===== src/rtl/epps_pkg.sv =====
// Shared types, register codes and the microcode program of the encoder speed loop.
// Used by the datapath, sequencer, top level and bench; depends on nothing.
`default_nettype none

package epps_pkg;

  localparam int unsigned STEP_W     = 4;
  localparam int unsigned CFG_IDX_W  = 3;
  localparam int unsigned CFG_DATA_W = 32;

  typedef logic [STEP_W-1:0] step_t;

  // Configuration register indexes.
  localparam logic [CFG_IDX_W-1:0] CFG_PULSE_SCALE  = 3'd0;
  localparam logic [CFG_IDX_W-1:0] CFG_TARGET_SPEED = 3'd1;
  localparam logic [CFG_IDX_W-1:0] CFG_PROP_GAIN    = 3'd2;
  localparam logic [CFG_IDX_W-1:0] CFG_INT_GAIN     = 3'd3;
  localparam logic [CFG_IDX_W-1:0] CFG_DERIV_GAIN   = 3'd4;
  localparam logic [CFG_IDX_W-1:0] CFG_RUN_ENABLE   = 3'd5;

  localparam logic [23:0] SPEED_MAX      = 24'hFF_FFFF;
  localparam logic [71:0] ITERM_LIM      = 72'h00_4000_0000_0000_0000;
  localparam logic [5:0]  SPEED_DIV_LAST = 6'd31;
  localparam logic [5:0]  D_DIV_LAST     = 6'd57;

  // Microcode addresses.
  localparam step_t STEP_WAIT      = 4'd0;
  localparam step_t STEP_PREP      = 4'd1;
  localparam step_t STEP_SPEED_DIV = 4'd2;
  localparam step_t STEP_SPEED     = 4'd3;
  localparam step_t STEP_ERR       = 4'd4;
  localparam step_t STEP_MUL_P     = 4'd5;
  localparam step_t STEP_ACC_P     = 4'd6;
  localparam step_t STEP_LOAD_D    = 4'd7;
  localparam step_t STEP_MUL_IH    = 4'd8;
  localparam step_t STEP_ADD_IH    = 4'd9;
  localparam step_t STEP_D_DIV     = 4'd10;
  localparam step_t STEP_ACC_D     = 4'd11;
  localparam step_t STEP_ACC_I     = 4'd12;
  localparam step_t STEP_DRIVE     = 4'd13;
  localparam step_t STEP_HOLD      = 4'd14;
  localparam step_t STEP_FINISH    = 4'd15;

  typedef enum logic [3:0] {
    OP_NONE,
    OP_PREP,
    OP_DIV,
    OP_SPEED,
    OP_ERR,
    OP_MUL_P,
    OP_ACC_P,
    OP_LOAD_D,
    OP_MUL_IH,
    OP_ADD_IH,
    OP_ACC_D,
    OP_ACC_I,
    OP_DRIVE,
    OP_FINISH
  } op_e;

  typedef enum logic [2:0] {
    JMP_NEVER,
    JMP_ALWAYS,
    JMP_NO_START,
    JMP_SKIP,
    JMP_CNT_NZ,
    JMP_OUT_BUSY
  } cond_e;

  typedef struct packed {
    op_e   op;
    cond_e cond;
    step_t target;
  } ctrl_t;

  typedef struct packed {
    logic start;
    logic skip;
    logic cnt_nz;
    logic out_busy;
  } seq_status_t;

  typedef struct packed {
    logic skip;
    logic cnt_nz;
  } dp_status_t;

  typedef struct packed {
    logic [31:0] tick_time;
  } in_t;

  typedef struct packed {
    logic [31:0]        pulse_total;
    logic               updated;
    logic [23:0]        speed_measured;
    logic signed [31:0] drive_out;
    logic               run_state;
  } out_t;

  typedef struct packed {
    logic [31:0]        pulse_scale;
    logic [23:0]        target_speed;
    logic signed [31:0] prop_gain;
    logic signed [31:0] int_gain;
    logic signed [31:0] deriv_gain;
    logic               run_enable;
  } cfg_t;

  // The control program. A step either falls through or jumps when its condition holds.
  function automatic ctrl_t ucode(input step_t step);
    ctrl_t cw;
    cw.op     = OP_NONE;
    cw.cond   = JMP_NEVER;
    cw.target = STEP_WAIT;
    case (step)
      STEP_WAIT: begin
        cw.cond   = JMP_NO_START;
        cw.target = STEP_WAIT;
      end
      STEP_PREP: begin
        cw.op     = OP_PREP;
        cw.cond   = JMP_SKIP;
        cw.target = STEP_HOLD;
      end
      STEP_SPEED_DIV: begin
        cw.op     = OP_DIV;
        cw.cond   = JMP_CNT_NZ;
        cw.target = STEP_SPEED_DIV;
      end
      STEP_SPEED:  cw.op = OP_SPEED;
      STEP_ERR:    cw.op = OP_ERR;
      STEP_MUL_P:  cw.op = OP_MUL_P;
      STEP_ACC_P:  cw.op = OP_ACC_P;
      STEP_LOAD_D: cw.op = OP_LOAD_D;
      STEP_MUL_IH: cw.op = OP_MUL_IH;
      STEP_ADD_IH: cw.op = OP_ADD_IH;
      STEP_D_DIV: begin
        cw.op     = OP_DIV;
        cw.cond   = JMP_CNT_NZ;
        cw.target = STEP_D_DIV;
      end
      STEP_ACC_D:  cw.op = OP_ACC_D;
      STEP_ACC_I:  cw.op = OP_ACC_I;
      STEP_DRIVE:  cw.op = OP_DRIVE;
      STEP_HOLD: begin
        cw.cond   = JMP_OUT_BUSY;
        cw.target = STEP_HOLD;
      end
      STEP_FINISH: begin
        cw.op     = OP_FINISH;
        cw.cond   = JMP_ALWAYS;
        cw.target = STEP_WAIT;
      end
      default: begin
      end
    endcase
    return cw;
  endfunction

endpackage

`default_nettype wire


===== src/rtl/epps_sequencer.sv =====
// Microcode sequencer: step counter, control word fetch and conditional jumps.
// Depends on epps_pkg for the program and the control word layout.
`default_nettype none

module epps_sequencer (
  input  logic                   clk_i,
  input  logic                   rst_ni,
  input  epps_pkg::seq_status_t  status_i,
  output epps_pkg::ctrl_t        ctrl_o,
  output logic                   idle_o
);

  epps_pkg::step_t step_q;
  epps_pkg::step_t step_d;
  epps_pkg::ctrl_t cw;
  logic            take;

  assign cw = epps_pkg::ucode(step_q);

  always_comb begin
    case (cw.cond)
      epps_pkg::JMP_NEVER:    take = 1'b0;
      epps_pkg::JMP_ALWAYS:   take = 1'b1;
      epps_pkg::JMP_NO_START: take = !status_i.start;
      epps_pkg::JMP_SKIP:     take = status_i.skip;
      epps_pkg::JMP_CNT_NZ:   take = status_i.cnt_nz;
      epps_pkg::JMP_OUT_BUSY: take = status_i.out_busy;
      default:                take = 1'b0;
    endcase
    step_d = take ? cw.target : step_q + epps_pkg::step_t'(1);
  end

  always_ff @(posedge clk_i or negedge rst_ni) begin
    if (!rst_ni) begin
      step_q <= epps_pkg::STEP_WAIT;
    end else begin
      step_q <= step_d;
    end
  end

  assign ctrl_o = cw;
  assign idle_o = (step_q == epps_pkg::STEP_WAIT);

endmodule

`default_nettype wire


===== config.mk =====
export PLATFORM = sky130hd
export DESIGN_NAME = epps_sequencer
export DESIGN_NICKNAME = d
export VERILOG_FILES = /design/src/rtl/epps_pkg.sv /design/src/rtl/epps_sequencer.sv
export SDC_FILE = /design/constraint.sdc
export NUM_CORES = 1
export LEC_CHECK = 0
export BUFFER_PORTS_ARGS = -buffer_cell sky130_fd_sc_hd__buf_2
export CAP_MARGIN = 20
export CORE_AREA = 3 3 40 42
export CTS_CLUSTER_SIZE = 40
export DETAILED_ROUTE_END_ITERATION = 10
export DIE_AREA = 0 0 43 45
export PLACE_DENSITY = 0.68
export SYNTH_ARGS = -nofsm -noshare
export SYNTH_HDL_FRONTEND = slang
export SYNTH_SLANG_ARGS = --single-unit

===== constraint.sdc =====
create_clock -name clk_i -period 1.7 [get_ports clk_i]
set_input_delay 0.17 -clock clk_i [delete_from_list [all_inputs] [get_ports clk_i]]
set_output_delay 0.17 -clock clk_i [all_outputs]
set_load 0.05 [all_outputs]

# Word-level counts from Yosys, hierarchy flattened
# Cells that the tools add are included.
dict set report totals {
  out_inout_bits 12
  inputBits 6
  word_cells 29
  ff_bits 4
}
dict set report op_classes {
  addsub 1
  eq_ne 20
  mux 4
  n_reduce_logical 3
}
# cell count
set op_table {}
lappend op_table {{$pmux 4 s13} 1}
lappend op_table {{$pmux 7 s6} 1}
lappend op_table {{$eq 4x4->1 const B} 8}
lappend op_table {{$eq 4x3->1 const B} 4}
lappend op_table {{$eq 4x2->1 const B} 2}
lappend op_table {{$eq 3x2->1 const B} 2}
lappend op_table {{$eq 3x3->1 const B} 2}
lappend op_table {{$pmux 1 s5} 1}
lappend op_table {{$add 4x1->4 const B} 1}
lappend op_table {{$eq 4x1->1 const B} 1}
lappend op_table {{$logic_not 4->1} 1}
lappend op_table {{$mux 4} 1}
lappend op_table {{$eq 3x1->1 const B} 1}
lappend op_table {{$reduce_or 2->1} 1}
lappend op_table {{$logic_not 1->1} 1}

# Logic depth before layout (Yosys ltp)
# Gate-level depths: netlist of the first run.
dict set report depth {
  word_depth 5
  mapped_depth 7
  mapped_depth_nobuf 7
}

# Least setup slack after synthesis of the first run
# OpenSTA, ideal clock, no wires.
dict set report synth_path {
  path_kind {flip-flop to flip-flop}
  startpoint {reg step_q[0]}
  endpoint {reg step_q[1]}
  stages_incl_launch_ff 7
  setup_ns 0.125
  arrival_ns 1.950
  period_less_slack_ns 2.075
  path_buffers 0
  required_time_ns 1.575
  slack_ns -0.375
  path_cell_list {dfrtp_1 inv_1 ha_1 and2_1 a2bb2oi_2 a2bb2oi_4 mux2_4}
}
# element line_no
set synth_lines {}
lappend synth_lines {{start, declared} epps_sequencer.sv:13} ;# epps_pkg::step_t step_q;
lappend synth_lines {{start signal, assigned} epps_sequencer.sv:35} ;# step_q <= epps_pkg::STEP_WAIT;
lappend synth_lines {{start signal, assigned} epps_sequencer.sv:37} ;# step_q <= step_d;

==> flow_summary.json, run 1 <==
{
  "synth_seq_cells": 4,
  "clkLatencyLatePin_ps": 230,
  "post_drt_antenna_nets": 0,
  "io_pins": 18,
  "synth_xor_area_share_pct": 3.52,
  "synth-warning-count": 0,
  "max_cap_violations": 0,
  "layout_common_cells": "sky130_fd_sc_hd__buf_4 (15), sky130_fd_sc_hd__buf_6 (9), sky130_fd_sc_hd__buf_2 (8)",
  "placeableCoreArea_um2": 1280,
  "largest_registers": "step_q x4",
  "avgViaCountPerCell": 4.90,
  "final-hold-violation-count": 0,
  "diodes": 0,
  "crit_type": "flop to primary output",
  "synth_top_flop_cell": "sky130_fd_sc_hd__dfrtp_1",
  "required_ps": 1530,
  "final-max-slew-violation-count": 0,
  "routed-via-count": 495,
  "regToRegSetupSlack_ps": -100,
  "arrival_ps": 1640,
  "port-buffer-count": 16,
  "synth_simple_gate_area_share_pct": 21.1,
  "fill_cells": 105,
  "syn-num-nets": 63,
  "worst_path_largest_cell_delay_ps": 440,
  "failing_checks": "setup timing",
  "critical_path.cell_chain": "ha_4 > and2b_4 > and2b_4 > buf_6 > a31o_1 > buf_6",
  "layout.nets": 98,
  "grt_pass1_wl_um": 2070,
  "grt_overflow_total": 0,
  "worst-path-max-fanout": 3,
  "design.die.area_um2": 1940,
  "num_cts_buffers": 3,
  "instance_count_of_the_mapped_netlist": 53,
  "wl_per_cell_um": 13.2,
  "fp-row-count": 13,
  "fp.dieW_um": 43,
  "path_clk_slew_ps": 40,
  "final_critical_path_setup_slack_ps": -113,
  "worst_path_dominant_cell_family": "flip-flops",
  "grt_setup_unrepaired": "yes",
  "post-place-ws_ps": -106,
  "firstDrtPassIters": 3,
  "final_layout_size_suffix_gt1_share_pct": 67.4,
  "worst-path-buf-inv": 2,
  "placed_cells_incl_taps": 95,
  "cts_tree": "yes",
  "count_of_flip_flops_with_a_built_in_enable_after_synthesis": 0,
  "buffer_type_at_the_clock_tree_root": "sky130_fd_sc_hd__clkbuf_4",
  "largest_reg_flops": 4,
  "clock_tree_buf_depth": 2,
  "crit_path_end_kind": "primary output",
  "distinct_cells_synth": 30,
  "grt_start_max_net_pins": 9,
  "registers.top_by_ff_count": "step_q",
  "timing.critical_path.slowest_stage_cell": "sky130_fd_sc_hd__dfrtp_2",
  "syn_to_final_growth_pct": 72.1,
  "final.period_utilization_pct": 107,
  "synth-compound-area-share_pct": 29.1,
  "finalWeightedCongestion": 0.756,
  "synth-async-reset-ratio_pct": 100,
  "floorplan.initialDensity_pct": 38.8,
  "post-route-drc-count": 0,
  "share_of_synthesized_area_occupied_by_flip_flops_and_latches_pct": 20.1,
  "worstHoldPathType": "input pin to async pin",
  "largest_family_of_logic_cells_by_synthesized_area": "compound AO/OA/AOI/OAI gates",
  "timing.final.setup_violations": 9,
  "antenna_violations_before_repair": 0,
  "finClkSkew_ps": 5.58,
  "sequential_cell_area_um2": 101,
  "groute.usage.overall_pct": 14.5,
  "clock-sinks": 4,
  "place_hpwl_um": 986,
  "run_status": "complete, but fails checks",
  "multi_input_comb_area_um2": 443,
  "placed_area_um2": 689,
  "leading_cell_type_in_the_layout_fill_and_taps_excluded": "sky130_fd_sc_hd__buf_4",
  "postLayoutCellArea_um2": 857,
  "routed_wirelength_um": 1330,
  "post_synth_mux_area_share_pct": 9.05,
  "fmax_ghz": 0.552,
  "synthesis.area_per_instance_um2": 9.40,
  "startpoint_type": "flop",
  "adder_cell_share_of_the_synthesized_area_pct": 10.1,
  "totalNegativeSetupSlack_ps": -617,
  "mappedNetlistArea_um2": 498,
  "post_layout_nonfiller_instances": 101,
  "fin_crit_ps": 1810,
  "grt_pass1_vias": 477,
  "htree_num_levels": 1,
  "die_ht_um": 45,
  "dr.first_iter.drc_count": 4
}
area by class of cell:
cell class | instances | share of cell area (%)
Tap cell | 15 | 2.19
Multi-Input combinational cell | 44 | 51.7
Sequential cell | 4 | 11.8
Timing Repair Buffer | 33 | 30.8
Clock buffer | 3 | 2.63
Inverter | 2 | 0.876
cells by family (layout without fill, tap and decap cells):
family          after synthesis  count (layout)
simple gates                 20              20
xor+xnor                      2               2
mux                           3               3
compound gates               14              14
buf+inv                       5              38
flops                         4               4
fa+ha+maj                     4               4
other cells                   1               1
metal layers:
layer | share of wire (%) | vias to the layer above | track usage [%]
met5 | 0 | - | 0
met1 | 45 | 232 | 17.3
met4 | 0 | 0 | 5.42
met2 | 51 | 12 | 26.0
met3 | 4.6 | 0 | 2.39
li1 | - | 251 | -
stage by stage:
stage / utilization (%) / hold slack [ps]
final: 66.7 / 266
after global routing: 66.7 / 287
after CTS: 62.6 / 273
after detailed placement: 53.7 / -22.0
after global placement: 53.7 / -23.7
after floorplan: - / -126
final timing paths:
path,endpoint,from,cells past startpoint
worst min-delay path,step_q[2],rst_ni,2
worst max-delay path,ctrl_o[2],step_q[0],6
worst max register to register,step_q[3],step_q[0],6
worst min register to register,step_q[0],step_q[0],2
min in group clk_i,step_q[0],status_i[1],4
max in group asynchronous,step_q[0],rst_ni,2
timing repair:
action,4_1_cts,5_1_grt
hold buffers,1,0
endpoints found under the setup margin,11,12
pin swaps,3,1
hold endpoints to repair,4,0
buffers inserted,2,0
resized for setup,23,11
cell usage after synthesis (2+ instances only):
master / n / area (um^2)
sky130_fd_sc_hd__dfrtp_1: 4 / 100
sky130_fd_sc_hd__o31a_1: 2 / 17.5
sky130_fd_sc_hd__and2b_4: 2 / 20.0
sky130_fd_sc_hd__nand2_1: 3 / 11.3
sky130_fd_sc_hd__inv_1: 2 / 7.51
sky130_fd_sc_hd__o21ai_0: 2 / 10.0
sky130_fd_sc_hd__a21oi_1: 2 / 10.0
sky130_fd_sc_hd__nor2_1: 7 / 26.3
sky130_fd_sc_hd__mux2_4: 3 / 45.0
sky130_fd_sc_hd__ha_1: 4 / 50.1
sky130_fd_sc_hd__nor2b_1: 2 / 12.5
sky130_fd_sc_hd__and2_1: 2 / 12.5
Power of run 1 is left out: the tool's default activity adds up to more than one toggle a clock period on the data nets, which glitch-free logic cannot reach.
==> run 2, diff against run 1 <==
- BUFFER_PORTS_ARGS: -buffer_cell sky130_fd_sc_hd__buf_2 -> not set
- DONT_BUFFER_PORTS: not set -> 1
- PLACE_DENSITY: 0.68 -> not set
==> run 2 against run 1 <==
Net effect:
- the run still ends with setup timing left
- critical path depth is the same
- hold slack lost 64 ps
- cell area grew 12%
- die area is the same
- routed wire length grew 4.6%
==> flow_summary.json, run 2 (synthesis gave the netlist of run 1 again) <==
{
  "run_status": "complete, but fails checks",
  "failing_checks": "setup timing",
  "crit_type": "flop to primary output",
  "clock-sinks": 4,
  "design.die.area_um2": 1940,
  "postLayoutCellArea_um2": 956,
  "final_layout_size_suffix_gt1_share_pct": 70.6,
  "fmax_ghz": 0.549,
  "groute.usage.overall_pct": 16.5,
  "firstDrtPassIters": 4,
  "port-buffer-count": 0,
  "die_ht_um": 45,
  "placed_cells_incl_taps": 93,
  "finalWeightedCongestion": 0.791,
  "finClkSkew_ps": 4.32,
  "path_clk_slew_ps": 40,
  "post_drt_antenna_nets": 0,
  "max_cap_violations": 0,
  "diodes": 0,
  "num_cts_buffers": 3,
  "registers.top_by_ff_count": "step_q",
  "post_layout_nonfiller_instances": 100,
  "antenna_violations_before_repair": 0,
  "post-route-drc-count": 0,
  "worstHoldPathType": "input pin to async pin",
  "routed-via-count": 466,
  "final.period_utilization_pct": 107,
  "fp-row-count": 13,
  "final-hold-violation-count": 0,
  "avgViaCountPerCell": 4.66,
  "grt_start_max_net_pins": 9,
  "place_hpwl_um": 1010,
  "required_ps": 1530,
  "startpoint_type": "flop",
  "dr.first_iter.drc_count": 5,
  "buffer_type_at_the_clock_tree_root": "sky130_fd_sc_hd__clkbuf_4",
  "largest_registers": "step_q x4",
  "placed_area_um2": 777,
  "io_pins": 18,
  "layout_common_cells": "sky130_fd_sc_hd__buf_4 (17), sky130_fd_sc_hd__buf_6 (8), sky130_fd_sc_hd__nor2_1 (5), sky130_fd_sc_hd__buf_12 (5), sky130_fd_sc_hd__ha_4 (4)",
  "routed_wirelength_um": 1390,
  "grt_setup_unrepaired": "yes",
  "htree_num_levels": 1,
  "arrival_ps": 1650,
  "fp.dieW_um": 43,
  "final-max-slew-violation-count": 0,
  "leading_cell_type_in_the_layout_fill_and_taps_excluded": "sky130_fd_sc_hd__buf_4",
  "crit_path_end_kind": "primary output",
  "fin_crit_ps": 1820,
  "largest_reg_flops": 4,
  "syn_to_final_growth_pct": 92.0,
  "grt_pass1_wl_um": 2310,
  "grt_pass1_vias": 487,
  "layout.nets": 97,
  "placeableCoreArea_um2": 1280,
  "final_critical_path_setup_slack_ps": -120,
  "cts_tree": "yes",
  "floorplan.initialDensity_pct": 38.8,
  "totalNegativeSetupSlack_ps": -801,
  "timing.final.setup_violations": 9,
  "grt_overflow_total": 0,
  "worst-path-max-fanout": 3,
  "clkLatencyLatePin_ps": 240,
  "wl_per_cell_um": 13.9,
  "fill_cells": 89,
  "clock_tree_buf_depth": 2
}
==> run 2: changes by cell type in the layout (fill, tap and decap cells not counted), moves of 2 or more <==
cell,previous run,this run
sky130_fd_sc_hd__buf_12,0,5
sky130_fd_sc_hd__o21ai_1,2,0
sky130_fd_sc_hd__buf_4,15,17
sky130_fd_sc_hd__buf_2,8,0
==> run 2: per-stage QoR <==
stage	setup WS, ps	util (%)	hold slack, ps
after floorplan	-165	-	-126
after global placement	-48.8	60.5	-126
after detailed placement	-95.2	60.5	-126
after CTS	-128	73.2	197
after global routing	-163	74.4	221
final	-120	74.4	202
==> run 2: cell type report <==
class,instances,area [um^2],share of cell area [%]
Multi-Input combinational cell,44,463,48.4
Timing Repair Buffer,32,343,35.9
Sequential cell,4,101,10.6
Clock buffer,3,22.5,2.36
Tap cell,15,18.8,1.96
Inverter,2,7.51,0.785
==> run 2: final timing paths <==
kind | end | start | slack, ps | cells after the start
setup / recovery | ctrl_o[3] | step_q[0] | -120 | 6
hold / removal | step_q[1] | rst_ni | 200 | 1
setup reg to reg | step_q[2] | step_q[0] | -100 | 6
hold reg to reg | step_q[0] | step_q[0] | 670 | 2
max in group asynchronous | step_q[0] | rst_ni | 1310 | 1
min in group clk_i | step_q[0] | status_i[1] | 350 | 3
==> run 2: repair_timing <==
item | in CTS | in global routing
gates resized for setup | 24 | 4
setup buffers | 3 | 0
hold buffers | 1 | 0
pin swaps | 8 | 2
endpoints found under the hold margin | 4 | 0
gates cloned | 0 | 0
setup endpoints to repair | 12 | 14
==> run 2: worst max-delay path: stages, from the launching register on <==
cell	delay (ps)
sky130_fd_sc_hd__dfrtp_2	430
sky130_fd_sc_hd__ha_4	180
sky130_fd_sc_hd__and2b_4	160
sky130_fd_sc_hd__and2b_4	160
sky130_fd_sc_hd__buf_6	110
sky130_fd_sc_hd__a21o_1	200
sky130_fd_sc_hd__buf_12	160
==> run 2: layer usage <==
metal	wire (um)	vias up	track usage, %
met5	0	-	0
met4	12	0	7.23
met1	613	204	19.0
met2	711	13	30.2
li1	-	247	-
met3	55	2	2.79
Power of run 2 is left out for the same reason.
