<file path="src/rtl/epps_pkg.sv">
// Shared types, register codes and the microcode program of the encoder speed loop.
// Used by the datapath, sequencer, top level and bench; depends on nothing.
`default_nettype none

package epps_pkg;

  localparam int unsigned STEP_W     = 4;
  localparam int unsigned CFG_IDX_W  = 3;
  localparam int unsigned CFG_DATA_W = 32;

  typedef logic [STEP_W-1:0] step_t;

  // Configuration register indexes.
  localparam logic [CFG_IDX_W-1:0] CFG_PULSE_SCALE  = 3'd0;
  localparam logic [CFG_IDX_W-1:0] CFG_TARGET_SPEED = 3'd1;
  localparam logic [CFG_IDX_W-1:0] CFG_PROP_GAIN    = 3'd2;
  localparam logic [CFG_IDX_W-1:0] CFG_INT_GAIN     = 3'd3;
  localparam logic [CFG_IDX_W-1:0] CFG_DERIV_GAIN   = 3'd4;
  localparam logic [CFG_IDX_W-1:0] CFG_RUN_ENABLE   = 3'd5;

  localparam logic [23:0] SPEED_MAX      = 24'hFF_FFFF;
  localparam logic [71:0] ITERM_LIM      = 72'h00_4000_0000_0000_0000;
  localparam logic [5:0]  SPEED_DIV_LAST = 6'd31;
  localparam logic [5:0]  D_DIV_LAST     = 6'd57;

  // Microcode addresses.
  localparam step_t STEP_WAIT      = 4'd0;
  localparam step_t STEP_PREP      = 4'd1;
  localparam step_t STEP_SPEED_DIV = 4'd2;
  localparam step_t STEP_SPEED     = 4'd3;
  localparam step_t STEP_ERR       = 4'd4;
  localparam step_t STEP_MUL_P     = 4'd5;
  localparam step_t STEP_ACC_P     = 4'd6;
  localparam step_t STEP_LOAD_D    = 4'd7;
  localparam step_t STEP_MUL_IH    = 4'd8;
  localparam step_t STEP_ADD_IH    = 4'd9;
  localparam step_t STEP_D_DIV     = 4'd10;
  localparam step_t STEP_ACC_D     = 4'd11;
  localparam step_t STEP_ACC_I     = 4'd12;
  localparam step_t STEP_DRIVE     = 4'd13;
  localparam step_t STEP_HOLD      = 4'd14;
  localparam step_t STEP_FINISH    = 4'd15;

  typedef enum logic [3:0] {
    OP_NONE,
    OP_PREP,
    OP_DIV,
    OP_SPEED,
    OP_ERR,
    OP_MUL_P,
    OP_ACC_P,
    OP_LOAD_D,
    OP_MUL_IH,
    OP_ADD_IH,
    OP_ACC_D,
    OP_ACC_I,
    OP_DRIVE,
    OP_FINISH
  } op_e;

  typedef enum logic [2:0] {
    JMP_NEVER,
    JMP_ALWAYS,
    JMP_NO_START,
    JMP_SKIP,
    JMP_CNT_NZ,
    JMP_OUT_BUSY
  } cond_e;

  typedef struct packed {
    op_e   op;
    cond_e cond;
    step_t target;
  } ctrl_t;

  typedef struct packed {
    logic start;
    logic skip;
    logic cnt_nz;
    logic out_busy;
  } seq_status_t;

  typedef struct packed {
    logic skip;
    logic cnt_nz;
  } dp_status_t;

  typedef struct packed {
    logic [31:0] tick_time;
  } in_t;

  typedef struct packed {
    logic [31:0]        pulse_total;
    logic               updated;
    logic [23:0]        speed_measured;
    logic signed [31:0] drive_out;
    logic               run_state;
  } out_t;

  typedef struct packed {
    logic [31:0]        pulse_scale;
    logic [23:0]        target_speed;
    logic signed [31:0] prop_gain;
    logic signed [31:0] int_gain;
    logic signed [31:0] deriv_gain;
    logic               run_enable;
  } cfg_t;

  // The control program. A step either falls through or jumps when its condition holds.
  function automatic ctrl_t ucode(input step_t step);
    ctrl_t cw;
    cw.op     = OP_NONE;
    cw.cond   = JMP_NEVER;
    cw.target = STEP_WAIT;
    case (step)
      STEP_WAIT: begin
        cw.cond   = JMP_NO_START;
        cw.target = STEP_WAIT;
      end
      STEP_PREP: begin
        cw.op     = OP_PREP;
        cw.cond   = JMP_SKIP;
        cw.target = STEP_HOLD;
      end
      STEP_SPEED_DIV: begin
        cw.op     = OP_DIV;
        cw.cond   = JMP_CNT_NZ;
        cw.target = STEP_SPEED_DIV;
      end
      STEP_SPEED:  cw.op = OP_SPEED;
      STEP_ERR:    cw.op = OP_ERR;
      STEP_MUL_P:  cw.op = OP_MUL_P;
      STEP_ACC_P:  cw.op = OP_ACC_P;
      STEP_LOAD_D: cw.op = OP_LOAD_D;
      STEP_MUL_IH: cw.op = OP_MUL_IH;
      STEP_ADD_IH: cw.op = OP_ADD_IH;
      STEP_D_DIV: begin
        cw.op     = OP_DIV;
        cw.cond   = JMP_CNT_NZ;
        cw.target = STEP_D_DIV;
      end
      STEP_ACC_D:  cw.op = OP_ACC_D;
      STEP_ACC_I:  cw.op = OP_ACC_I;
      STEP_DRIVE:  cw.op = OP_DRIVE;
      STEP_HOLD: begin
        cw.cond   = JMP_OUT_BUSY;
        cw.target = STEP_HOLD;
      end
      STEP_FINISH: begin
        cw.op     = OP_FINISH;
        cw.cond   = JMP_ALWAYS;
        cw.target = STEP_WAIT;
      end
      default: begin
      end
    endcase
    return cw;
  endfunction

endpackage

`default_nettype wire

</file>
<file path="src/rtl/epps_mul.sv">
// Registered 32 by 32 unsigned multiplier that carries a sign flag along with the product.
// Depends on nothing outside this file.
`default_nettype none

module epps_mul (
  input  logic        clk_i,
  input  logic [31:0] a_i,
  input  logic [31:0] b_i,
  input  logic        neg_i,
  output logic [63:0] prod_o,
  output logic        neg_o
);

  logic [63:0] prod_d;
  logic [63:0] prod_q;
  logic        neg_q;

  assign prod_d = a_i * b_i;

  always_ff @(posedge clk_i) begin
    prod_q <= prod_d;
    neg_q  <= neg_i;
  end

  assign prod_o = prod_q;
  assign neg_o  = neg_q;

endmodule

`default_nettype wire

</file>
<file path="src/rtl/epps_datapath.sv">
// Datapath of the speed loop: loop state, a bit-serial divider, the shared multiplier
// and the drive accumulator. Driven one operation a cycle; depends on epps_pkg, epps_mul.
`default_nettype none

module epps_datapath (
  input  logic                    clk_i,
  input  logic                    rst_ni,
  input  epps_pkg::op_e           op_i,
  input  logic                    start_i,
  input  logic [31:0]             tick_i,
  input  epps_pkg::cfg_t          cfg_i,
  output epps_pkg::dp_status_t    status_o,
  output epps_pkg::out_t          result_o
);

  function automatic logic [31:0] abs32(input logic [31:0] x);
    return x[31] ? (~x + 32'd1) : x;
  endfunction

  function automatic logic [39:0] abs40(input logic [39:0] x);
    return x[39] ? (~x + 40'd1) : x;
  endfunction

  // Loop state.
  logic [31:0]        last_tick_q;
  logic [31:0]        tally_q;
  logic               upd_q;
  logic [23:0]        speed_q;
  logic signed [24:0] last_err_q;
  logic signed [39:0] sum_q;
  logic signed [31:0] drive_q;

  // Working registers.
  logic [31:0]        tick_q;
  logic [31:0]        dt_q;
  logic [63:0]        num_q;
  logic [31:0]        rem_q;
  logic [5:0]         cnt_q;
  logic signed [24:0] err_q;
  logic signed [25:0] diff_q;
  logic [63:0]        acc_q;
  logic [71:0]        ireg_q;
  logic               dneg_q;
  logic               ineg_q;

  logic               skip;
  logic [32:0]        div_trial;
  logic [32:0]        div_diff;
  logic               div_ge;
  logic signed [24:0] err_w;
  logic signed [25:0] diff_w;
  logic signed [40:0] sum_wide;
  logic [39:0]        sum_sat;
  logic               prev_neg;
  logic               prev_pos;
  logic               err_neg;
  logic               err_pos;
  logic [39:0]        sum_next;
  logic [39:0]        sum_mag;
  logic [31:0]        mul_a;
  logic [31:0]        mul_b;
  logic               mul_neg;
  logic [63:0]        prod;
  logic               prod_neg;
  logic [63:0]        prod_s;
  logic [63:0]        dmag;
  logic [63:0]        d_s;
  logic [63:0]        i_s;
  logic [63:0]        drive_ext;
  logic               acc_fits;
  logic [31:0]        drive_next;
  logic [23:0]        speed_next;

  assign skip = (last_tick_q == 32'd0) || !cfg_i.run_enable;

  // One restoring division step per cycle; the quotient shifts into the numerator.
  assign div_trial = {rem_q, num_q[63]};
  assign div_diff  = div_trial - {1'b0, dt_q};
  assign div_ge    = div_trial >= {1'b0, dt_q};

  // A quotient above 24 bits, including the all-ones result of a zero divisor, saturates.
  assign speed_next = (num_q[31:24] != 8'd0) ? epps_pkg::SPEED_MAX : num_q[23:0];

  assign err_w    = $signed({1'b0, cfg_i.target_speed}) - $signed({1'b0, speed_q});
  assign diff_w   = last_err_q - err_w;
  assign sum_wide = sum_q + err_w;
  assign sum_sat  = (sum_wide[40] != sum_wide[39]) ?
                    (sum_wide[40] ? 40'h80_0000_0000 : 40'h7F_FFFF_FFFF) : sum_wide[39:0];
  assign prev_neg = last_err_q[24];
  assign prev_pos = !last_err_q[24] && (last_err_q != 25'sd0);
  assign err_neg  = err_w[24];
  assign err_pos  = !err_w[24] && (err_w != 25'sd0);
  // The integral restarts when the error changes sign.
  assign sum_next = ((prev_neg && err_pos) || (prev_pos && err_neg)) ? 40'd0 : sum_sat;

  assign sum_mag = abs40(sum_q);

  always_comb begin
    mul_a   = 32'd0;
    mul_b   = 32'd0;
    mul_neg = 1'b0;
    case (op_i)
      epps_pkg::OP_MUL_P: begin
        mul_a   = abs32(32'(err_q));
        mul_b   = abs32(cfg_i.prop_gain);
        mul_neg = err_q[24] ^ cfg_i.prop_gain[31];
      end
      epps_pkg::OP_ACC_P: begin
        mul_a   = abs32(32'(diff_q));
        mul_b   = abs32(cfg_i.deriv_gain);
        mul_neg = diff_q[25] ^ cfg_i.deriv_gain[31];
      end
      epps_pkg::OP_LOAD_D: begin
        mul_a = sum_mag[31:0];
        mul_b = abs32(cfg_i.int_gain);
      end
      epps_pkg::OP_MUL_IH: begin
        mul_a = {24'd0, sum_mag[39:32]};
        mul_b = abs32(cfg_i.int_gain);
      end
      default: begin
      end
    endcase
  end

  epps_mul u_mul (
    .clk_i  (clk_i),
    .a_i    (mul_a),
    .b_i    (mul_b),
    .neg_i  (mul_neg),
    .prod_o (prod),
    .neg_o  (prod_neg)
  );

  assign prod_s    = prod_neg ? (64'd0 - prod) : prod;
  // A zero tick difference gives no derivative term.
  assign dmag      = (dt_q == 32'd0) ? 64'd0 : {6'd0, num_q[57:0]};
  assign d_s       = dneg_q ? (64'd0 - dmag) : dmag;
  assign i_s       = ineg_q ? (64'd0 - ireg_q[63:0]) : ireg_q[63:0];
  assign drive_ext = {{32{drive_q[31]}}, drive_q};
  assign acc_fits  = (&acc_q[63:31]) || !(|acc_q[63:31]);
  assign drive_next = acc_fits ? acc_q[31:0] :
                      (acc_q[63] ? 32'h8000_0000 : 32'h7FFF_FFFF);

  always_ff @(posedge clk_i or negedge rst_ni) begin
    if (!rst_ni) begin
      last_tick_q <= 32'd0;
      tally_q     <= 32'd0;
      upd_q       <= 1'b0;
      speed_q     <= 24'd0;
      last_err_q  <= 25'sd0;
      sum_q       <= 40'sd0;
      drive_q     <= 32'sd0;
    end else begin
      if (start_i) begin
        tally_q <= tally_q + 32'd1;
      end
      case (op_i)
        epps_pkg::OP_PREP:   upd_q <= !skip;
        epps_pkg::OP_SPEED:  speed_q <= speed_next;
        epps_pkg::OP_ERR: begin
          last_err_q <= err_w;
          sum_q      <= sum_next;
        end
        epps_pkg::OP_DRIVE:  drive_q <= drive_next;
        epps_pkg::OP_FINISH: last_tick_q <= tick_q;
        default: begin
        end
      endcase
    end
  end

  always_ff @(posedge clk_i) begin
    if (start_i) begin
      tick_q <= tick_i;
    end
    case (op_i)
      epps_pkg::OP_PREP: begin
        dt_q  <= tick_q - last_tick_q;
        num_q <= {cfg_i.pulse_scale, 32'd0};
        rem_q <= 32'd0;
        cnt_q <= epps_pkg::SPEED_DIV_LAST;
      end
      epps_pkg::OP_DIV: begin
        rem_q <= div_ge ? div_diff[31:0] : div_trial[31:0];
        num_q <= {num_q[62:0], div_ge};
        cnt_q <= cnt_q - 6'd1;
      end
      epps_pkg::OP_ERR: begin
        err_q  <= err_w;
        diff_q <= diff_w;
      end
      epps_pkg::OP_ACC_P: acc_q <= drive_ext + prod_s;
      epps_pkg::OP_LOAD_D: begin
        num_q  <= {prod[57:0], 6'd0};
        rem_q  <= 32'd0;
        cnt_q  <= epps_pkg::D_DIV_LAST;
        dneg_q <= prod_neg;
      end
      epps_pkg::OP_MUL_IH: ireg_q <= {8'd0, prod};
      epps_pkg::OP_ADD_IH: begin
        ireg_q <= ireg_q + {prod[39:0], 32'd0};
        ineg_q <= sum_q[39] ^ cfg_i.int_gain[31];
      end
      epps_pkg::OP_ACC_D: begin
        acc_q  <= acc_q + d_s;
        ireg_q <= (ireg_q > epps_pkg::ITERM_LIM) ? epps_pkg::ITERM_LIM : ireg_q;
      end
      epps_pkg::OP_ACC_I: acc_q <= acc_q + i_s;
      default: begin
      end
    endcase
  end

  assign status_o.skip   = skip;
  assign status_o.cnt_nz = (cnt_q != 6'd0);

  assign result_o.pulse_total    = tally_q;
  assign result_o.updated        = upd_q;
  assign result_o.speed_measured = speed_q;
  assign result_o.drive_out      = drive_q;
  assign result_o.run_state      = cfg_i.run_enable;

endmodule

`default_nettype wire

</file>
<file path="config.mk">
export PLATFORM = sky130hd
export DESIGN_NAME = epps_datapath
export DESIGN_NICKNAME = d
export VERILOG_FILES = /design/src/rtl/epps_pkg.sv /design/src/rtl/epps_mul.sv /design/src/rtl/epps_datapath.sv
export SDC_FILE = /design/constraint.sdc
export NUM_CORES = 2
export LEC_CHECK = 0
export BUFFER_PORTS_ARGS = -buffer_cell sky130_fd_sc_hd__buf_2
export CAP_MARGIN = 40
export CORE_MARGIN = 3
export CORE_UTILIZATION = 55
export CTS_CLUSTER_DIAMETER = 30
export DETAILED_ROUTE_END_ITERATION = 12
export PLACE_DENSITY_LB_ADDON = 0.3
export SYNTH_ARGS = -nofsm -noshare
export SYNTH_HDL_FRONTEND = slang
export SYNTH_SLANG_ARGS = --single-unit
</file>
<file path="constraint.sdc">
create_clock -name clk_i -period 15.95 [get_ports clk_i]
set_input_delay 1.595 -clock clk_i [delete_from_list [all_inputs] [get_ports clk_i]]
set_output_delay 1.595 -clock clk_i [all_outputs]
set_load 0.05 [all_outputs]
</file>
* Word-level counts from Yosys, hierarchy flattened
Cells that the tools add are included.
Operators by class: add/sub/neg operators 20, multiply operators 1, magnitude comparators 2, equal/unequal tests 15, mux-type cells 26, bitwise gates (word level) 9, reduce and logical (&&, ||, !) cells 27
Operator list (count):
- 64-bit one-hot mux with 3 select lines | 2
- 32-bit 2-to-1 mux | 8
- 72-bit one-hot mux with 3 select lines | 1
- 32-bit by 1-bit adder with 32-bit output (second input constant) | 6
- 64-bit adder | 3
- 64-bit 2-to-1 mux | 3
- 40-bit 2-to-1 mux | 4
- 32-bit NOT | 5
- 32-bit one-hot mux with 4 select lines | 1
- 1-bit by 64-bit subtractor with 64-bit output (first input constant) | 2
- 32-bit one-hot mux with 3 select lines | 1
- 72-bit adder | 1
- 72-bit by 63-bit > comparator with 1-bit output (second input constant) | 1
- 72-bit 2-to-1 mux | 1
- 32-bit logical NOT | 2
- 32-bit by 32-bit multiplier with 64-bit output | 1
- 32-bit one-hot mux with 2 select lines | 1
- 32-bit subtractor | 2
- 1-bit by 58-bit subtractor with 59-bit output (first input constant) | 1
- 58-bit 2-to-1 mux | 1
- 25-bit nonzero test | 2
- 40-bit by 25-bit adder with 41-bit output | 1
- 40-bit by 1-bit adder with 40-bit output (second input constant) | 1
- 40-bit NOT | 1
- other kinds (25) | 48
Word-level totals: bits in registers 606, bits of input ports 192, output and inout bits 92

* Longest topological paths before layout
word-level depth 6, gate-level depth with buffers 43

* Modules after synthesis
Synthesis repeated with hierarchy kept, for this count alone.
Second synthesis, totals: cell total of the unflattened synthesis 9246, area total of the unflattened synthesis 81951.1 µm²
By module, submodules not included:
- epps_datapath | instances 1, cells each 5488, area an instance 47239.1 µm², seq. area each 15314.7 µm²
- epps_mul | instances 1, cells each 3758, area an instance 34712.0 µm², seq. area each 1301.2 µm²

* Worst setup path after synthesis
Ideal clock, no wire load.
path kind input to register, from input cfg_i[40] (netlist name), to register u_mul.prod_q[57], in the netlist u_mul.prod_o[57], library setup time 0.062 ns, arrival time 11.648 ns, data required time 15.888 ns, slack 4.240 ns, stages on the path 38, path buffers 3, path through or4_4 or3_1 or3_1 or3_1 buf_2 o31ai_1 xor2_1 nor2_1 nor3_1 clkbuf_1 nor2_1 fa_1 inv_1 fa_1 inv_1 fa_1 inv_1 fa_1 (+2 left out) fa_1 fa_1 inv_1 fa_1 inv_1 ha_1 clkbuf_1 a21o_1 a21o_1 a21oi_1 nor2b_1 a211o_1 a211o_1 a21oi_1 o21ai_0 a21bo_2 or4b_2 nand3_1
Between the ends: longest elaborated chain between the ends 5
RTL lines:
- start, declared | line epps_datapath.sv:11 | input epps_pkg::cfg_t cfg_i,
- 32-bit NOT | line epps_datapath.sv:17 | return x[31] ? (~x + 32'd1) : x;
- 32-bit by 1-bit adder with 32-bit output | line epps_datapath.sv:17
- 32-bit 2-to-1 mux (*) | line epps_datapath.sv:17
- 32-bit one-hot mux with 3 select lines (*) | line epps_datapath.sv:102 | case (op_i)
- 32-bit by 32-bit multiplier with 64-bit output (*) | line epps_mul.sv:18 | assign prod_d = a_i * b_i;
- named net u_mul.prod_d[57] | line epps_mul.sv:14 | logic [63:0] prod_d;
- end signal, assigned | line epps_mul.sv:21 | prod_q <= prod_d;
- end, declared | line epps_mul.sv:15 | logic [63:0] prod_q;
The timed path passes the listed nets; every way through them passes the cells marked *. A chain may end at the register's enable or synchronous reset.

* Worst setup path after layout
from register sum_q[1], to register u_mul.prod_q[60], in the netlist u_mul.prod_o[60]
Between the ends: longest elaborated chain between the ends 5
RTL lines:
- start, declared | line epps_datapath.sv:30 | logic signed [39:0] sum_q;
- start signal, assigned | line epps_datapath.sv:163 | sum_q <= sum_next;
- 40-bit NOT | line epps_datapath.sv:21 | return x[39] ? (~x + 40'd1) : x;
- 40-bit by 1-bit adder with 40-bit output | line epps_datapath.sv:21
- 40-bit 2-to-1 mux (*) | line epps_datapath.sv:21
- 32-bit one-hot mux with 4 select lines (*) | line epps_datapath.sv:102
- 32-bit by 32-bit multiplier with 64-bit output (*) | line epps_mul.sv:18
- named net u_mul.prod_d[60] | line epps_mul.sv:14
Marked as above.

==> reports/metrics.csv <==
stage,metric,value,unit
run_status,run status,"complete, no violations",
critical_path,crit-path leading delay family,adder cells,
grt,gr usage total,0.370,
yosys,yosys warns,0,
flow_run,MaxCap Viol Count,0,
final_layout,"commonest non-fill, non-tap cell in the layout",inv_1,
clocking,clock buffer depth,3,
yosys,register area share after synthesis,0.207,
timing,"Hold Violations, Final",0,
yosys,"top cells by area, synth","fa_1 (23%), edfxtp_1 (13%), ha_1 (9.2%), dfrtp_1 (5.8%), inv_1 (5.6%)",
placement,pre-CTS WS,3.42,ns
placement,Port Buffers,283,
grt,first-pass GRT wire length,428000,um
placement,GPL Wtd Cong,1.00,
critical_path,Bufs and invs on worst path,8,
clocking,Root Driver,clkbuf_16,
floorplanning,Initial Util,0.557,
final_layout,layout cell share with drive strength beyond 1,0.0936,
timing,worst-margin pin slew,0.989,ns
power_and_ir_drop,Power Density,122,mW/mm^2
final_layout,fill count,12225,
floorplanning,die height,388,um
timing,final setup margin,3.76,ns
clocking,post-CTS setup buffers,0,
drt,drt first pass iters,6,
drt,1st-iter DRT viols,8165,
critical_path,crit path kind,flop to flop,
timing,pins over their slew limit,0,
yosys,Yosys top cell area share,0.225,
grt,initial antenna violation count,17,
final_layout,Syn-to-layout area delta,12.1,%
drt,routed via count,71766,
placement,DP Cell Count,11257,
timing,final setup fails,0,
timing,period utilization,0.764,
timing,Slew headroom,0.324,
floorplanning,Site Rows,139,
yosys,Yosys top cell by area,fa_1,
yosys,count of flip-flops with a built-in enable after synthesis,355,
yosys,"Top FF cell, synth",edfxtp_1,
drt,Remaining DRCs,0,
clocking,CTS H-tree depth,4,
critical_path,CP required,16.63,ns
critical_path,"slowest stage delay, CP",0.63,ns
floorplanning,# IOs,284,
clocking,clock sink total,606,
worst_hold_path,Hold Path Class,flop to flop,
grt,largest net degree at the start of global routing,103,
yosys,Post-Syn Area,0.0804,sq mm
critical_path,worst reg2reg path depth,41,
critical_path,CP Capture Type,flop,
timing,TNS Setup,0,ns
floorplanning,Die ar.,0.151,sq mm
power_and_ir_drop,Peak VDD IR,0.139,mV
worst_hold_path,Hold Path Depth,2,
critical_path,critical path's most frequent cell,fa_1,
clocking,PostCTS Resize Cnt,0,
critical_path,Setup crit start kind,flop,
clocking,CTS tree,done,
yosys,post-synthesis cell type count,97,
timing,clk_skew,0.0766,ns
drt,wire per inst,24.3,um
clocking,"Clk Latency, worst-skew pair",0.80,ns
final_layout,most frequent cells in the layout,"inv_1 (1192), nand2_1 (1039), nor2_1 (944), fa_1 (904), ha_1 (591)",
yosys,#FFs+latches synth,606,
timing,fin crit period,12.19,ns
yosys,post-synthesis net count,10995,
timing,RSZ-0062 raised after global routing,no,
clocking,CTS buffer count,154,
clocking,clock transition at the registers of the reported paths,0.05,ns
yosys,syn avg cell area,8.64,sq um
drt,DR vias/cell,6.21,
final_layout,Final Non-Filler Cells,11559,
floorplanning,Die X,388,um
yosys,post-synthesis async set-or-reset flop share,0.307,
power_and_ir_drop,LEAKAGE,0.0419,uW
critical_path,crit path max-delay cell type,or4_1,
critical_path,crit path DAT,12.87,ns
floorplanning,Core ar.,0.144,sq mm
final_layout,nets,11197,
yosys,Syn Inst Count,9308,
clocking,CTS Hold Buffers Added,0,
drt,DRT antenna net count,0,
critical_path,Crit Path Max Fanout,21,
critical_path,Levels on crit path,41,
timing,fmax,82.0,MHz
drt,WL final,281000,um
grt,total grt overflow,0,
grt,vias in the first global route,71827,
placement,DP Wirelength,219000,um
-- state kept, by name, indices dropped and copies added (netlist names), 6 cells and up --
signal / flops
acc_q: 64
cnt_q: 6
diff_q: 26
drive_q: 32
dt_q: 32
err_q: 25
ireg_q: 72
last_err_q: 25
last_tick_q: 32
num_q: 64
rem_q: 32
speed_q: 24
sum_q: 40
tally_q: 32
tick_q: 32
u_mul.prod_o: 64
-- layer usage --
layer | routed length (um) | track usage
met1 | 110000 | 0.491
met4 | 16500 | 0.182
met2 | 120000 | 0.557
met3 | 34500 | 0.104
met5 | 70 | 0
-- synth_stat cells (all sizes together) (57+ instances only) --
cell type and n:
inv 1193, nand2 1046, nor2 953, fa 904
ha 591, o21ai 537, a21oi 484, xor2 356
edfxtp 355, clkbuf 353, xnor2 336, a21o 228
dfrtp 186, nor3 126, or3 118, o31ai 116
nand3 110, nand2b 86, nor2b 86, and2 76
nand4 75, a31oi 69, dfxtp 65, nor4 65
o21bai 58, or4 57
-- layout make-up --
| type | instances | area (sq um) | share of cell area |
|---|---|---|---|
| well taps | 1903 | 2380 | 0.0264 |
| repair buffers | 453 | 3070 | 0.0341 |
| clock buffers | 185 | 4110 | 0.0456 |
| inverters | 1195 | 4490 | 0.0497 |
| multi-input cells | 7100 | 58100 | 0.645 |
| clock inverters | 104 | 1350 | 0.0149 |
| flip-flops and latches | 606 | 16600 | 0.184 |
| diodes | 13 | 32.5 | 0.000361 |
-- path summary, 6_finish.rpt --
kind	slack (ns)	from	to
worst min-delay path	0.48	upd_q	upd_q
min in group asynchronous	0.93	rst_ni	tally_q[31]
worst min register to register	0.48	upd_q	upd_q
worst max-delay path	3.76	sum_q[1]	u_mul.prod_o[60]
worst max register to register	3.76	sum_q[1]	u_mul.prod_o[60]
max in group asynchronous	13.13	rst_ni	drive_q[30]
-- cells by family (layout without fill, tap and decap cells) --
| family | after synthesis | count (layout) | synth area share |
|---|---|---|---|
| and+or+nand+nor | 2938 | 2938 | 0.166 |
| AOI/OAI and AO/OA | 1903 | 1903 | 0.150 |
| buffers and inverters | 1602 | 1937 | 0.0755 |
| adders and majority gates | 1497 | 1497 | 0.317 |
| xor gates and xnor gates | 692 | 692 | 0.0754 |
| DFF | 606 | 606 | 0.207 |
| muxes | 70 | 70 | 0.00921 |
| other | 0 | 13 | 0 |
-- per-stage QoR --
step	instance area [sq um]	utilization	power (uW)	hold WS [ns]
5_1_grt	90100	0.624	11600	0.502
4_1_cts	90100	0.624	10900	0.482
3_3_place_gp	84100	0.582	7490	0.458
6_report	90200	0.625	11000	0.479
3_5_place_dp	84700	0.587	7600	0.470
2_1_floorplan	80400	-	5980	0.406
-- worst register-to-register path, delay by kind of cell, from the launching register on --
kind	cells	cell delay (ns)
xor gates and xnor gates	1	0.20
AOI/OAI and AO/OA	10	2.79
adders and majority gates	10	4.76
buffers and inverters	8	0.91
and+or+nand+nor	12	3.02
DFF	1	0.42
-- power by group --
group	switching [uW]	total, uW	internal [uW]
registers	439	2480	2050
logic	3310	5290	1980
clock network	1080	3210	2140
total	4820	11000	6160
No activity file was read; power rests on OpenSTA's default activity.
